`src/hw/rtl/assert_macros.svh`:
```
// ----------------------------------------------------------------------------
// Assertion macros
// Shared concurrent assertion forms, sampled on clk and disabled in reset.
// ----------------------------------------------------------------------------
`ifndef ASSERT_MACROS_SVH
`define ASSERT_MACROS_SVH

// Same-cycle implication.
`define ASSERT_IMP(label, ante, cons) \
  label: assert property (@(posedge clk) disable iff (!rst_n) (ante) |-> (cons)) \
    else $error("assertion failed");

// Next-cycle implication.
`define ASSERT_NXT(label, ante, cons) \
  label: assert property (@(posedge clk) disable iff (!rst_n) (ante) |=> (cons)) \
    else $error("assertion failed");

`endif

```
`src/hw/rtl/arct_pkg.sv`:
```
// ----------------------------------------------------------------------------
// ALOHA collision tracker package
// Beat types, register map and fixed widths shared by the tracker modules.
// ----------------------------------------------------------------------------
`timescale 1ns / 1ps

package arct_pkg;

  localparam int IN_ID_W   = 32;
  localparam int IN_TIME_W = 48;
  localparam int DUR_W     = 32;
  localparam int PWR_W     = 32;
  localparam int SUM_W     = 40;
  localparam int THR_W     = 35;
  localparam int SIR_W     = 42;

  localparam int CFG_DATA_W = 64;
  localparam int CFG_ADDR_W = 4;

  localparam logic REG_CAPTURE_THRESHOLD = 1'b0;

  localparam logic [THR_W-1:0] THR_RESET = 35'h2_0000_0000;

  localparam logic ACT_START  = 1'b0;
  localparam logic ACT_FINISH = 1'b1;

  typedef struct packed {
    logic                 action;
    logic [IN_ID_W-1:0]   packet_id;
    logic [IN_TIME_W-1:0] now_time;
    logic [DUR_W-1:0]     tx_duration;
    logic [PWR_W-1:0]     sig_pwr;
  } in_beat_t;

  typedef struct packed {
    logic overlap_seen;
    logic delivered;
    logic discarded;
  } out_beat_t;

endpackage

```
`src/hw/rtl/arct_regs.sv`:
```
// ----------------------------------------------------------------------------
// ALOHA collision tracker register bank
// APB-style access to the signed capture threshold.
// ----------------------------------------------------------------------------
`timescale 1ns / 1ps
`include "assert_macros.svh"

module arct_regs (
  input  logic                             clk,
  input  logic                             rst_n,
  input  logic                             psel,
  input  logic                             penable,
  input  logic                             pwrite,
  input  logic [arct_pkg::CFG_ADDR_W-1:0]  paddr,
  input  logic [arct_pkg::CFG_DATA_W-1:0]  pwdata,
  output logic [arct_pkg::CFG_DATA_W-1:0]  prdata,
  output logic                             pready,
  output logic [arct_pkg::THR_W-1:0]       thr
);

  logic [arct_pkg::THR_W-1:0] thr_r;
  logic [arct_pkg::THR_W-1:0] thr_nxt;
  logic                       wr_en;
  logic                       reg_idx;

  assign pready  = 1'b1;
  assign reg_idx = paddr[arct_pkg::CFG_ADDR_W-1];
  assign wr_en   = psel && penable && pwrite && pready;

  always_comb begin
    thr_nxt = thr_r;
    if (wr_en && (reg_idx == arct_pkg::REG_CAPTURE_THRESHOLD)) begin
      thr_nxt = pwdata[arct_pkg::THR_W-1:0];
    end
  end

  always_ff @(posedge clk) begin
    if (!rst_n) begin
      thr_r <= arct_pkg::THR_RESET;
    end else begin
      thr_r <= thr_nxt;
    end
  end

  assign prdata = {{(arct_pkg::CFG_DATA_W - arct_pkg::THR_W){1'b0}}, thr_r};
  assign thr    = thr_r;

  `ASSERT_NXT(a_bad_index_ignored, wr_en && (reg_idx != arct_pkg::REG_CAPTURE_THRESHOLD),
              $stable(thr_r))
  `ASSERT_NXT(a_no_write_holds, !wr_en, $stable(thr_r))
  `ASSERT_NXT(a_write_lands, wr_en && (reg_idx == arct_pkg::REG_CAPTURE_THRESHOLD),
              thr_r == $past(pwdata[arct_pkg::THR_W-1:0]))

endmodule

```
`src/hw/rtl/arct_core.sv`:
```
// ----------------------------------------------------------------------------
// ALOHA collision tracker core
// Busy-period state and the combinational start and finish evaluation.
// ----------------------------------------------------------------------------
`timescale 1ns / 1ps
`include "assert_macros.svh"

module arct_core #(
  parameter int TIME_BITS = 48,
  parameter int ID_BITS   = 32
) (
  input  logic                       clk,
  input  logic                       rst_n,
  input  logic                       step_en,
  input  arct_pkg::in_beat_t         beat,
  input  logic [arct_pkg::THR_W-1:0] thr,
  output arct_pkg::out_beat_t        result
);

  localparam int IdKeep   = (ID_BITS < arct_pkg::IN_ID_W) ? ID_BITS : arct_pkg::IN_ID_W;
  localparam int TimeKeep = (TIME_BITS < arct_pkg::IN_TIME_W) ? TIME_BITS
                                                               : arct_pkg::IN_TIME_W;
  localparam int FinW     = ((TIME_BITS > arct_pkg::DUR_W) ? TIME_BITS
                                                           : arct_pkg::DUR_W) + 1;
  localparam int SumW     = arct_pkg::SUM_W;
  localparam int SirW     = arct_pkg::SIR_W;
  localparam int ThrW     = arct_pkg::THR_W;
  localparam int PwrW     = arct_pkg::PWR_W;

  logic                 active_r, active_nxt;
  logic [ID_BITS-1:0]   owner_r, owner_nxt;
  logic [TIME_BITS-1:0] pend_r, pend_nxt;
  logic                 mark_r, mark_nxt;
  logic [SumW-1:0]      sum_r, sum_nxt;

  logic [ID_BITS-1:0]   id_v;
  logic [TIME_BITS-1:0] now_v;
  logic [FinW-1:0]      fin_raw;
  logic [TIME_BITS-1:0] fin;
  logic [SumW:0]        sum_add;
  logic [SumW-1:0]      sum_sat;
  logic                 overlap;
  logic signed [SirW-1:0] sir;
  logic signed [SirW-1:0] thr_ext;
  logic                 dropped;
  logic                 is_owner;

  assign id_v  = ID_BITS'(beat.packet_id[IdKeep-1:0]);
  assign now_v = TIME_BITS'(beat.now_time[TimeKeep-1:0]);

  assign fin_raw = FinW'(now_v) + FinW'(beat.tx_duration);
  assign fin     = (fin_raw[FinW-1:TIME_BITS] != '0) ? {TIME_BITS{1'b1}}
                                                     : fin_raw[TIME_BITS-1:0];

  assign sum_add = {1'b0, sum_r} + (SumW + 1)'(beat.sig_pwr);
  assign sum_sat = sum_add[SumW] ? {SumW{1'b1}} : sum_add[SumW-1:0];

  assign overlap = active_r && (now_v < pend_r);

  assign sir     = $signed({{(SirW - PwrW - 1){1'b0}}, beat.sig_pwr, 1'b0})
                 - $signed({{(SirW - SumW){1'b0}}, sum_r});
  assign thr_ext = $signed({{(SirW - ThrW){thr[ThrW-1]}}, thr});
  assign dropped = mark_r && (sir < thr_ext);

  assign is_owner = active_r && (owner_r == id_v);

  always_comb begin
    active_nxt = active_r;
    owner_nxt  = owner_r;
    pend_nxt   = pend_r;
    mark_nxt   = mark_r;
    sum_nxt    = sum_r;
    result     = '0;
    if (beat.action == arct_pkg::ACT_START) begin
      result.overlap_seen = overlap;
      if (overlap) begin
        mark_nxt = 1'b1;
        sum_nxt  = sum_sat;
      end
      if (!active_r || (fin >= pend_r)) begin
        active_nxt = 1'b1;
        owner_nxt  = id_v;
        pend_nxt   = fin;
        sum_nxt    = SumW'(beat.sig_pwr);
      end
    end else begin
      result.delivered = !dropped;
      result.discarded = dropped;
      if (is_owner) begin
        active_nxt = 1'b0;
        pend_nxt   = now_v;
        mark_nxt   = 1'b0;
        sum_nxt    = '0;
      end
    end
  end

  always_ff @(posedge clk) begin
    if (!rst_n) begin
      active_r <= 1'b0;
      owner_r  <= '0;
      pend_r   <= '0;
      mark_r   <= 1'b0;
      sum_r    <= '0;
    end else if (step_en) begin
      active_r <= active_nxt;
      owner_r  <= owner_nxt;
      pend_r   <= pend_nxt;
      mark_r   <= mark_nxt;
      sum_r    <= sum_nxt;
    end
  end

  `ASSERT_IMP(a_mark_needs_period, mark_r, active_r)
  `ASSERT_IMP(a_idle_sum_zero, !active_r, sum_r == '0)
  `ASSERT_NXT(a_hold_without_step, !step_en,
              $stable(active_r) && $stable(pend_r) && $stable(sum_r) && $stable(mark_r))

endmodule

```
`src/hw/rtl/aloha_rx_collision_tracker.sv`:
```
// ----------------------------------------------------------------------------
// ALOHA receive collision tracker
// Follows one busy period on a shared channel and decides delivery or drop
// with capture for each reception event.
// ----------------------------------------------------------------------------
//  Channel  Direction  Handshake          Beat
//  in_      input      in_valid/in_ready  in_beat_t, one event
//  out_     output     out_valid/out_ready out_beat_t, one result per event
//  cfg      input      APB psel/penable   capture threshold, 8-byte slot
//
// An event waits in the input register, where the state update and the result
// are formed, and moves to the output register once the output is free, which
// raises out_valid; one event per cycle while out_ready keeps the output free.
// Reset is synchronous and active low; it clears the period and sets the
// threshold to its disabled value. A stalled output holds its beat while one
// more event waits in the input register.
// ----------------------------------------------------------------------------
`timescale 1ns / 1ps
`include "assert_macros.svh"

module aloha_rx_collision_tracker #(
  parameter int TIME_BITS = 48,
  parameter int ID_BITS   = 32
) (
  input  logic                            clk,
  input  logic                            rst_n,
  input  logic                            in_valid,
  output logic                            in_ready,
  input  arct_pkg::in_beat_t              in_data,
  output logic                            out_valid,
  input  logic                            out_ready,
  output arct_pkg::out_beat_t             out_data,
  input  logic                            psel,
  input  logic                            penable,
  input  logic                            pwrite,
  input  logic [arct_pkg::CFG_ADDR_W-1:0] paddr,
  input  logic [arct_pkg::CFG_DATA_W-1:0] pwdata,
  output logic [arct_pkg::CFG_DATA_W-1:0] prdata,
  output logic                            pready
);

  logic                       inp_vld_r;
  arct_pkg::in_beat_t         inp_r;
  logic                       out_vld_r;
  arct_pkg::out_beat_t        out_r;
  arct_pkg::out_beat_t        result;
  logic [arct_pkg::THR_W-1:0] thr;
  logic                       out_free;
  logic                       advance;
  logic                       in_take;

  assign out_free = !out_vld_r || out_ready;
  assign advance  = inp_vld_r && out_free;
  assign in_ready = !inp_vld_r || out_free;
  assign in_take  = in_valid && in_ready;

  arct_regs u_regs (
    .clk     (clk),
    .rst_n   (rst_n),
    .psel    (psel),
    .penable (penable),
    .pwrite  (pwrite),
    .paddr   (paddr),
    .pwdata  (pwdata),
    .prdata  (prdata),
    .pready  (pready),
    .thr     (thr)
  );

  arct_core #(
    .TIME_BITS (TIME_BITS),
    .ID_BITS   (ID_BITS)
  ) u_core (
    .clk     (clk),
    .rst_n   (rst_n),
    .step_en (advance),
    .beat    (inp_r),
    .thr     (thr),
    .result  (result)
  );

  always_ff @(posedge clk) begin
    if (!rst_n) begin
      inp_vld_r <= 1'b0;
      out_vld_r <= 1'b0;
    end else begin
      if (in_take) begin
        inp_vld_r <= 1'b1;
      end else if (advance) begin
        inp_vld_r <= 1'b0;
      end
      if (advance) begin
        out_vld_r <= 1'b1;
      end else if (out_ready) begin
        out_vld_r <= 1'b0;
      end
    end
  end

  always_ff @(posedge clk) begin
    if (in_take) begin
      inp_r <= in_data;
    end
    if (advance) begin
      out_r <= result;
    end
  end

  assign out_valid = out_vld_r;
  assign out_data  = out_r;

  `ASSERT_IMP(a_result_onehot, out_vld_r,
              $onehot0({out_r.overlap_seen, out_r.delivered, out_r.discarded}))
  `ASSERT_NXT(a_waiting_beat_kept, inp_vld_r && !out_free, inp_vld_r)
  `ASSERT_NXT(a_advance_fills_out, advance, out_vld_r)

endmodule
```
`config.mk`:
```
export PLATFORM = sky130hd
export DESIGN_NAME = aloha_rx_collision_tracker
export DESIGN_NICKNAME = d
export VERILOG_FILES = /design/src/hw/rtl/arct_pkg.sv /design/src/hw/rtl/arct_regs.sv /design/src/hw/rtl/arct_core.sv /design/src/hw/rtl/aloha_rx_collision_tracker.sv
export VERILOG_INCLUDE_DIRS = /design/src /design/src/hw/rtl
export SDC_FILE = /design/constraint.sdc
export NUM_CORES = 1
export LEC_CHECK = 0
export BUFFER_PORTS_ARGS = -buffer_cell sky130_fd_sc_hd__buf_2
export CAP_MARGIN = 0
export CORE_MARGIN = 2
export CORE_UTILIZATION = 23
export DETAILED_ROUTE_END_ITERATION = 7
export MAX_ROUTING_LAYER = met4
export PLACE_DENSITY = 0.38
export SETUP_SLACK_MARGIN = 0.02
export SYNTH_ARGS = -nofsm -noshare
export SYNTH_HDL_FRONTEND = slang
export SYNTH_SLANG_ARGS = --single-unit
```
`constraint.sdc`:
```
create_clock -name clk -period 7.21 [get_ports clk]
set_input_delay 1.0815 -clock clk [delete_from_list [all_inputs] [get_ports clk]]
set_output_delay 1.0815 -clock clk [all_outputs]
set_load 0.05 [all_outputs]
```
==> metrics.txt, run 1 <==
Slew Limit Fails=0; CP max FO=14; cts hold-fix bufs=0; Rows=109; Gate Count Post-Synth=2276; Final Hold Vio Count=0; post-CTS setup repair buffer count=0; H-tree level count=2; layout cells sized above 1=14.6%; Startpoint Class=register; vias in the first global route=17.8k; synthesized area=0.0206 mm2; die area=0.0919 mm2; hold slack=450 ps; Primary FF master, synth=dfxtp_1; Post-synth EDFFs=148; Iter 0 DRT Violations=957; GPL Wtd Cong=0.870; RSZ-0062 raised after global routing=false; core region area=0.0885 mm2; initial antenna violation count=6; CP Class=reg -> reg; most common cell after layout, fill and taps aside=ha_1; Fmax achieved=0.148 GHz; largest net degree at the start of global routing=82; Post-Route WL=67900 um; port bufs=227; DRT Pass-1 Iters=6; Finish-stage setup viols=0; Synth Register Bits=307; fraction of registers with async set/reset=0%; first-pass GRT wire length=104000 um; Crit path required time=7670 ps; mean post-synth cell area=9.04 um2; fin nets=2940; CTS tree=built; multi-input logic area=0.0119 mm2; worst-margin pin slew=1060 ps; DRT antenna net count=0; chip width=303 um; CP endpoint kind=register; fillers=9506; clock skew=30.4 ps; highest-count cells in the layout ignoring fill and taps=ha_1 (231), buf_2 (227), a21oi_1 (225); Max-cap violations=0; CP arrival=7210 ps; DP HPWL=51600 um; routed vias=17.6k; Sum Neg Setup Slack=0 ps; clock root cell=clkbuf_16; register area=0.00763 mm2; Synth cell types=85; DRC Markers=0; Worst Hold Class=reg -> reg; status=finished, final reports clean; post-placement cell area=0.0231 mm2; IO Count=290; post-synthesis sequential area ratio=37.1%; grt ovf=0; area delta synth->final=19.7%; Max-slew headroom=28.9%; VDD IR max=138 uV; cell area power density=221 mW/mm2; Clock Path Buffers=3; insertion delay to the later sink of the worst-skew pair=590 ps; Die H=303 um; GRT Util Overall=15.0%; CTS Buf Count=43; synth warn=0; Avg WL per Cell=18.4 um; DR vias/cell=4.76; Final Cycle Share=93.7%; design area=0.0246 mm2; CTS clock-pin slew for the worst setup and hold paths=60 ps; Final Critical Period=6750 ps; CTS Sinks=307; Initial Util=23.3%; leakage=9.85 nW
==> cells by family (layout without fill, tap and decap cells) <==
group | after synthesis | count (layout) | share of synthesized area (%)
simple gates | 611 | 611 | 14.4
buf+inv | 285 | 502 | 5.99
fa+ha+maj | 234 | 234 | 14.3
xor+xnor | 129 | 129 | 5.49
mux | 41 | 41 | 2.01
other cells | 2 | 38 | 0.0365
compound gates | 667 | 667 | 20.7
flops | 307 | 307 | 37.1
==> critical path, stage by stage, from the launching register on <==
cell,delay [ps]
edfxtp_1,450
ha_1,400
nand3_1,100
o22ai_1,220
o21ai_0,360
o2111ai_1,690
nand2_1,120
o211ai_1,880
buf_4,280
and3_1,220
xnor2_1,130
nand2_1,80
ha_1,290
a21oi_1,150
o21ai_0,110
nand2b_1,110
nand4b_1,260
a2111oi_2,470
buf_12,200
or3_1,630
buf_4,360
o22ai_1,100
==> timing repair <==
action / 4_1_cts / 5_1_grt
setup endpoints to repair: 0 / 5
hold endpoints to repair: 0 / 0
gates resized for setup: 0 / 1
==> registers in the layout, indices dropped and copies added (netlist names) <==
name and flops:
u_regs.thr 35, u_core.active_r 1, u_core.owner_r 32, u_core.sum_r 40, inp_vld_r 1, inp_r 145, out_valid 1, u_core.mark_r 1
u_core.pend_r 48, out_data 3
==> synthesized netlist by cell type, types with 41 or more instances <==
| master | instances | area share (%) |
|---|---|---|
| o21ai_0 | 96 | 2.3 |
| xor2_1 | 58 | 2.5 |
| nor2_1 | 135 | 2.5 |
| clkbuf_1 | 69 | 1.3 |
| xnor2_1 | 71 | 3.0 |
| nand4_1 | 41 | 1.2 |
| ha_1 | 231 | 14 |
| o22ai_1 | 74 | 2.2 |
| edfxtp_1 | 148 | 22 |
| dfxtp_1 | 159 | 15 |
| nand2_1 | 216 | 3.9 |
| inv_1 | 153 | 2.8 |
| a21oi_1 | 225 | 5.5 |
| nand3_1 | 53 | 1.3 |
| a21o_1 | 57 | 2.1 |
==> stage by stage <==
stage	power, W	utilization [%]	cells	setup WS [ps]
5_1_grt	0.00576	27.8	3691	31.3
6_report	0.00544	27.8	3694	458
4_1_cts	0.00555	27.8	3686	425
3_3_place_gp	0.00314	26.1	3606	475
3_5_place_dp	0.00315	26.1	3606	461
2_1_floorplan	0.00282	-	2304	1780
==> layer usage <==
layer / vias to the layer above / global-route usage [%] / share of wire [%]
met1: 8324 / 20.3 / 48
met5: - / - / 0
met4: 0 / 3.58 / 2.0
met3: 81 / 2.32 / 5.3
li1: 8738 / - / -
met2: 434 / 23.3 / 44
==> worst paths after layout <==
path	startpoint	to	slack, ps	cells after the start
min reg2reg	u_core.pend_r[13]	u_core.pend_r[13]	450	2
max	inp_r[67]	u_core.pend_r[8]	460	21
max reg2reg	inp_r[67]	u_core.pend_r[8]	460	21
min	u_core.pend_r[13]	u_core.pend_r[13]	450	2
==> final cells by class <==
cell class              count  area share [%]
diodes                      8          0.0812
flip-flops and latches    307            30.9
repair buffers            267            6.23
clock inverters            15           0.822
inverters                 155            2.36
multi-input cells        1712            48.2
well taps                1165            5.91
clock buffers              65            5.49
==> where the power goes <==
| part | internal (W) | switching (W) | total (W) |
|---|---|---|---|
| clock network | 0.00144 | 0.000884 | 0.00232 |
| logic | 0.000453 | 0.000677 | 0.00113 |
| registers | 0.00192 | 0.0000666 | 0.00198 |
(Power assumes the default switching activity.)
==> inputs of run 2 (changes only) <==
--- a/config.mk
+++ b/config.mk
@@ -9,10 +9,10 @@
 export BUFFER_PORTS_ARGS = -buffer_cell sky130_fd_sc_hd__buf_2
 export CAP_MARGIN = 0
 export CORE_MARGIN = 2
-export CORE_UTILIZATION = 23
+export CORE_UTILIZATION = 45
 export DETAILED_ROUTE_END_ITERATION = 7
 export MAX_ROUTING_LAYER = met4
-export PLACE_DENSITY = 0.38
+export PLACE_DENSITY = 0.64
 export SETUP_SLACK_MARGIN = 0.02
 export SYNTH_ARGS = -nofsm -noshare
 export SYNTH_HDL_FRONTEND = slang
==> run 2 against run 1 <==
  * Global-route usage increased by 8.9 points
  * Wire length shrank 18%
  * Sequential share of layout area grew 1.5 points
  * Critical endpoint is now u_core.pend_r[36]
  * Utilization increased by 24 points
  * First-iteration DRC count rose by 50%
  * Largest cell class unchanged
  * Non-clock buffer count is 11 lower
==> metrics.txt, run 2 (same netlist as run 1, synthesis figures left out) <==
CP max FO=16; vias in the first global route=17.0k; Largest register FFs=145; Fmax achieved=0.148 GHz; DRT Pass-1 Iters=5; post_cts resized=0; slowest CP cell=nor4_1; DP HPWL=41200 um; cell area power density=217 mW/mm2; Max-cap violations=0; Top Registers=inp_r: 145 flops, u_core.pend_r: 48 flops, u_core.sum_r: 40 flops; cts hold-fix bufs=0; CTS clock-pin slew for the worst setup and hold paths=60 ps; layout cells sized above 1=13.9%; final core utilization=52.0%; CP endpoint kind=register; DRC Markers=0; Pwr Total=0.00510 W; Final Hold Vio Count=0; Max-slew headroom=16.9%; Crit path required time=7650 ps; DRT antenna net count=0; DR vias/cell=5.74; most common cell after layout, fill and taps aside=ha_1; register area=0.00763 mm2; clock skew=17.2 ps; Clock Path Buffers=3; Final Cycle Share=93.9%; first-pass GRT wire length=88400 um; CTS Sinks=307; critical path buffer and inverter count=1; leakage=9.65 nW; worst-margin pin slew=1240 ps; GRT Util Overall=23.9%; slowest stage delay, CP=490 ps; Post-Route WL=56000 um; fin nets=2924; die area=0.0475 mm2; chip width=218 um; Avg WL per Cell=18.0 um; IO Count=290; insertion delay to the later sink of the worst-skew pair=580 ps; routed vias=17.8k; multi-input logic area=0.0119 mm2; port bufs=227; clock root cell=clkbuf_16; CP Class=reg -> reg; post-CTS setup repair buffer count=0; GPL Wtd Cong=0.963; area delta synth->final=14.3%; RSZ-0062 raised after global routing=false; Worst Hold Class=reg -> reg; CTS tree=built; Iter 0 DRT Violations=1438; grt ovf=0; Sum Neg Setup Slack=0 ps; Initial Util=45.5%; CP top delay family=compound AO/OA/AOI/OAI gates; fillers=4189; core region area=0.0453 mm2; Die H=218 um; initial antenna violation count=2; CP arrival=7210 ps; Rows=78; Final Critical Period=6770 ps; H-tree level count=2; Finish-stage setup viols=0; CTS Buf Count=38; VDD IR max=158 uV; status=finished, final reports clean; highest-count cells in the layout ignoring fill and taps=ha_1 (231), buf_2 (227), a21oi_1 (225); largest net degree at the start of global routing=83; ordered cell list for the critical path=ha_1 -> fa_1 -> a211oi_1 -> o21bai_1 -> a31o_2 -> o21ai_2 -> o41ai_4 -> o21bai_2 -> nand2_1 -> and2_1 -> a41oi_1 -> ha_1 -> nand4_1 -> or2_2 -> nor4_1 -> o311ai_0 -> a21oi_1 -> o21ai_2 -> buf_4 -> a311oi_1 -> a311oi_1; most flop-heavy register=inp_r; Startpoint Class=register; Slew Limit Fails=0
==> run 2: area by class of cell <==
class / instances / share of cell area (%)
diodes: 3 / 0.0319
clock inverters: 22 / 1.20
clock buffers: 48 / 4.41
multi-input cells: 1712 / 50.4
inverters: 155 / 2.47
flip-flops and latches: 307 / 32.4
well taps: 600 / 3.19
repair buffers: 256 / 5.86
==> run 2: metal layers <==
| layer | global-route usage (%) | part of all wire (%) | up-vias |
|---|---|---|---|
| li1 | - | - | 8707 |
| met1 | 31.8 | 45 | 8404 |
| met2 | 36.5 | 45 | 617 |
| met3 | 4.56 | 7.3 | 90 |
| met4 | 7.78 | 2.6 | 0 |
| met5 | - | 0 | - |
==> run 2: stage by stage <==
stage | cells | cell area [um2] | setup WS (ps) | hold WS, ps
final | 3103 | 23500 | 439 | 455
after global routing | 3102 | 23500 | 121 | 468
after CTS | 3100 | 23500 | 566 | 457
after detailed placement | 3030 | 22200 | 618 | 448
after global placement | 3030 | 22200 | 748 | 442
after floorplan | 2304 | 20700 | 1780 | 432
==> run 2: worst paths after layout <==
path | from | endpoint | slack (ps) | cells after the start
setup reg to reg | inp_r[64] | u_core.pend_r[36] | 440 | 21
setup / recovery | inp_r[64] | u_core.pend_r[36] | 440 | 21
hold reg to reg | u_core.pend_r[13] | u_core.pend_r[13] | 460 | 2
hold / removal | u_core.pend_r[13] | u_core.pend_r[13] | 460 | 2
==> run 2: report_power, final <==
| part | total, W | switching (W) | internal, W |
|---|---|---|---|
| combinational | 0.00110 | 0.000653 | 0.000446 |
| clock | 0.00203 | 0.000813 | 0.00121 |
| sequential | 0.00198 | 0.0000609 | 0.00192 |
==> run 2: worst min-delay path: stages (launching register included) <==
cell	delay, ps
dfxtp_1	310
nand2_1	50
a21oi_1	50
==> inputs of run 3 (changes only) <==
--- a/config.mk
+++ b/config.mk
@@ -6,13 +6,14 @@
 export SDC_FILE = /design/constraint.sdc
 export NUM_CORES = 1
 export LEC_CHECK = 0
+export ABC_AREA = 1
 export BUFFER_PORTS_ARGS = -buffer_cell sky130_fd_sc_hd__buf_2
 export CAP_MARGIN = 0
 export CORE_MARGIN = 2
 export CORE_UTILIZATION = 45
 export DETAILED_ROUTE_END_ITERATION = 7
 export MAX_ROUTING_LAYER = met4
-export PLACE_DENSITY = 0.64
+export PLACE_DENSITY = 0.63
 export SETUP_SLACK_MARGIN = 0.02
 export SYNTH_ARGS = -nofsm -noshare
 export SYNTH_HDL_FRONTEND = slang
==> run 3 against run 2 <==
  * Global-route usage rose by 3.9 points
  * Wire length rose by 32%
  * Worst hold slack improved by 17 ps
  * Power rose by 0.69%
  * Largest cell class unchanged
==> metrics.txt, run 3 <==
status=finished, final reports clean; most common cell after layout, fill and taps aside=nand2_1; clock skew=21.7 ps; fillers=5427; Sw Ratio=32.3%; post_cts resized=0; die area=0.0546 mm2; clock root cell=clkbuf_16; routed vias=22.5k; Slew Limit Fails=0; first-pass GRT wire length=114000 um; DRT antenna net count=0; vias in the first global route=20.9k; core region area=0.0523 mm2; multi-input logic area=0.0135 mm2; GPL Wtd Cong=0.983; area delta synth->final=11.6%; slowest stage delay, CP=660 ps; H-tree level count=2; global routing usage on met2=42.8%; worst-margin pin slew=1000 ps; Die H=234 um; post-synthesis sequential area ratio=32.2%; switching power=0.00166 W; DRC Markers=0; Max-slew headroom=33.2%; fin nets=4068; CTS tree=built; insertion delay to the later sink of the worst-skew pair=580 ps; DR vias/cell=5.18; highest-count cells in the layout ignoring fill and taps=nand2_1 (924), inv_1 (505), a21oi_1 (359); layout cells sized above 1=9.99%; ordered cell list for the critical path=ha_1 -> a21oi_1 -> o21ai_0 -> a21oi_1 -> nand3_2 -> nand2_1 -> nand2_1 -> nand2_1 -> nand3b_1 -> ha_1 -> nand4_1 -> nor3_1 -> nand2_1 -> nor2_1 -> nand2_1 -> nand3_2 -> nand2_2 -> nand2_4 -> clkinv_2 -> nand2_1 -> a21oi_1; area leader, netlist=edfxtp_1; Post-synth EDFFs=148; Top Registers=inp_r: 145 flops, u_core.pend_r: 48 flops, u_core.sum_r: 40 flops; initial antenna violation count=2; synthesized area=0.0237 mm2; Sum Neg Setup Slack=0 ps; Inst Count DP=4262; CTS Sinks=307; CTS Buf Count=38; met1 GRT Util=36.9%; CP Class=reg -> reg; internal cell power=0.00348 W; Worst Hold Class=reg -> reg; grt ovf=0; synth warn=0; cts hold-fix bufs=0; DRT Pass-1 Iters=6; Startpoint Class=register; Synth top area share=18.7%; leakage=12.4 nW; cell area power density=194 mW/mm2; register share of total power=39.0%; Synth area leaders=edfxtp_1 (19%), nand2_1 (15%), dfxtp_1 (13%); chip width=234 um; most flop-heavy register=inp_r; Combinational Power Share=23.3%; Primary FF master, synth=dfxtp_1; Rows=84; mean post-synth cell area=6.93 um2; Crit path required time=7630 ps; cell mode on critical path=nand2_1; grt met3 use=4.27%; DP HPWL=57500 um; fraction of registers with async set/reset=0%; IO Count=290; Final Hold Vio Count=0; Initial Util=45.3%; Final Critical Period=5550 ps; Final Cycle Share=77.0%; busiest grt layer=met2; largest net degree at the start of global routing=89; CP endpoint kind=register; port bufs=227; CP max FO=40; GRT Util Overall=27.7%; VDD IR max=186 uV; RSZ-0062 raised after global routing=false; Finish-stage setup viols=0; most frequent cell after synthesis=nand2_1; post-CTS setup repair buffer count=0; register area=0.00763 mm2; CTS clock-pin slew for the worst setup and hold paths=60 ps; Synth cell types=58; CP arrival=5980 ps; Synth top cells by count=nand2_1 (924), inv_1 (507), a21oi_1 (359); Avg WL per Cell=17.1 um; count of non-filler cells in the finished layout=4334; Max-cap violations=0; Fmax achieved=0.180 GHz; slowest CP cell=clkinv_2; Largest register FFs=145; Gate Count Post-Synth=3421; Synth Register Bits=307; Iter 0 DRT Violations=1669; clock share of power=37.8%; Clock Path Buffers=3; Post-Route WL=74100 um
## run 3: changes by cell type after synthesis, sizes merged, moves of 46 or more
| cell | delta |
|---|---|
| a21oi | +134 |
| nand2 | +719 |
| nor2 | +145 |
| inv | +369 |
| nand3 | +132 |
| o21ai | +99 |
| a21o | -46 |
| o22ai | -72 |
## run 3: layout make-up
type / count / area share, %
clock inverters: 17 / 0.629
multi-input cells: 2507 / 51.1
inverters: 525 / 7.49
well taps: 688 / 3.25
repair buffers: 235 / 4.53
clock buffers: 53 / 4.12
flip-flops and latches: 307 / 28.8
diodes: 2 / 0.0189
## run 3: critical path, delay by kind of cell (launching register included)
family	cells	cell delay [ps]
and+or+nand+nor	14	2740
adders and majority gates	2	710
buffers and inverters	1	660
AOI/OAI and AO/OA	4	810
DFF	1	430
## run 3: cell families (layout without fill, tap and decap cells)
logic type / after synthesis / in the layout / synth area share (%)
xor gates and xnor gates: 82 / 82 / 3.03
DFF: 307 / 307 / 32.2
other: 2 / 32 / 0.0317
buffers and inverters: 635 / 830 / 11.2
AOI/OAI and AO/OA: 629 / 629 / 14.0
adders and majority gates: 234 / 234 / 12.4
and+or+nand+nor: 1532 / 1532 / 27.2
## run 3: power by group through the flow
stage          Clock, W  Combinational (W)  Sequential [W]
3_3_place_gp          0            0.00117         0.00204
2_1_floorplan         0           0.000852         0.00204
5_1_grt         0.00207            0.00136         0.00201
4_1_cts         0.00199            0.00119         0.00200
6_report        0.00194            0.00120         0.00200
3_5_place_dp          0            0.00118         0.00204
## run 3: stage by stage
| stage | setup WS, ps | total power, W | util, % | hold slack, ps | cell area (um2) |
|---|---|---|---|---|---|
| floorplan | 2220 | 0.00289 | - | 429 | 23800 |
| global placement | 1780 | 0.00321 | 48.2 | 458 | 25200 |
| detailed placement | 1760 | 0.00322 | 48.2 | 467 | 25200 |
| CTS | 1730 | 0.00518 | 50.6 | 475 | 26500 |
| global route | 1260 | 0.00544 | 50.6 | 500 | 26500 |
| finish | 1660 | 0.00514 | 50.6 | 472 | 26500 |
## run 3: final timing paths
path | from | slack (ps) | depth (start not counted) | end
worst min-delay path | u_core.owner_r[3] | 470 | 2 | u_core.owner_r[3]
worst min register to register | u_core.owner_r[3] | 470 | 2 | u_core.owner_r[3]
worst max register to register | inp_r[87] | 1660 | 21 | u_core.sum_r[28]
worst max-delay path | inp_r[87] | 1660 | 21 | u_core.sum_r[28]
## run 3: layer usage
layer | vias up | share of wire, % | wire length [um]
met4 | 0 | 3.5 | 2600
met5 | - | 0 | 0
met3 | 151 | 6.9 | 5140
li1 | 11522 | - | -
met1 | 10066 | 46 | 33800
met2 | 728 | 44 | 32600
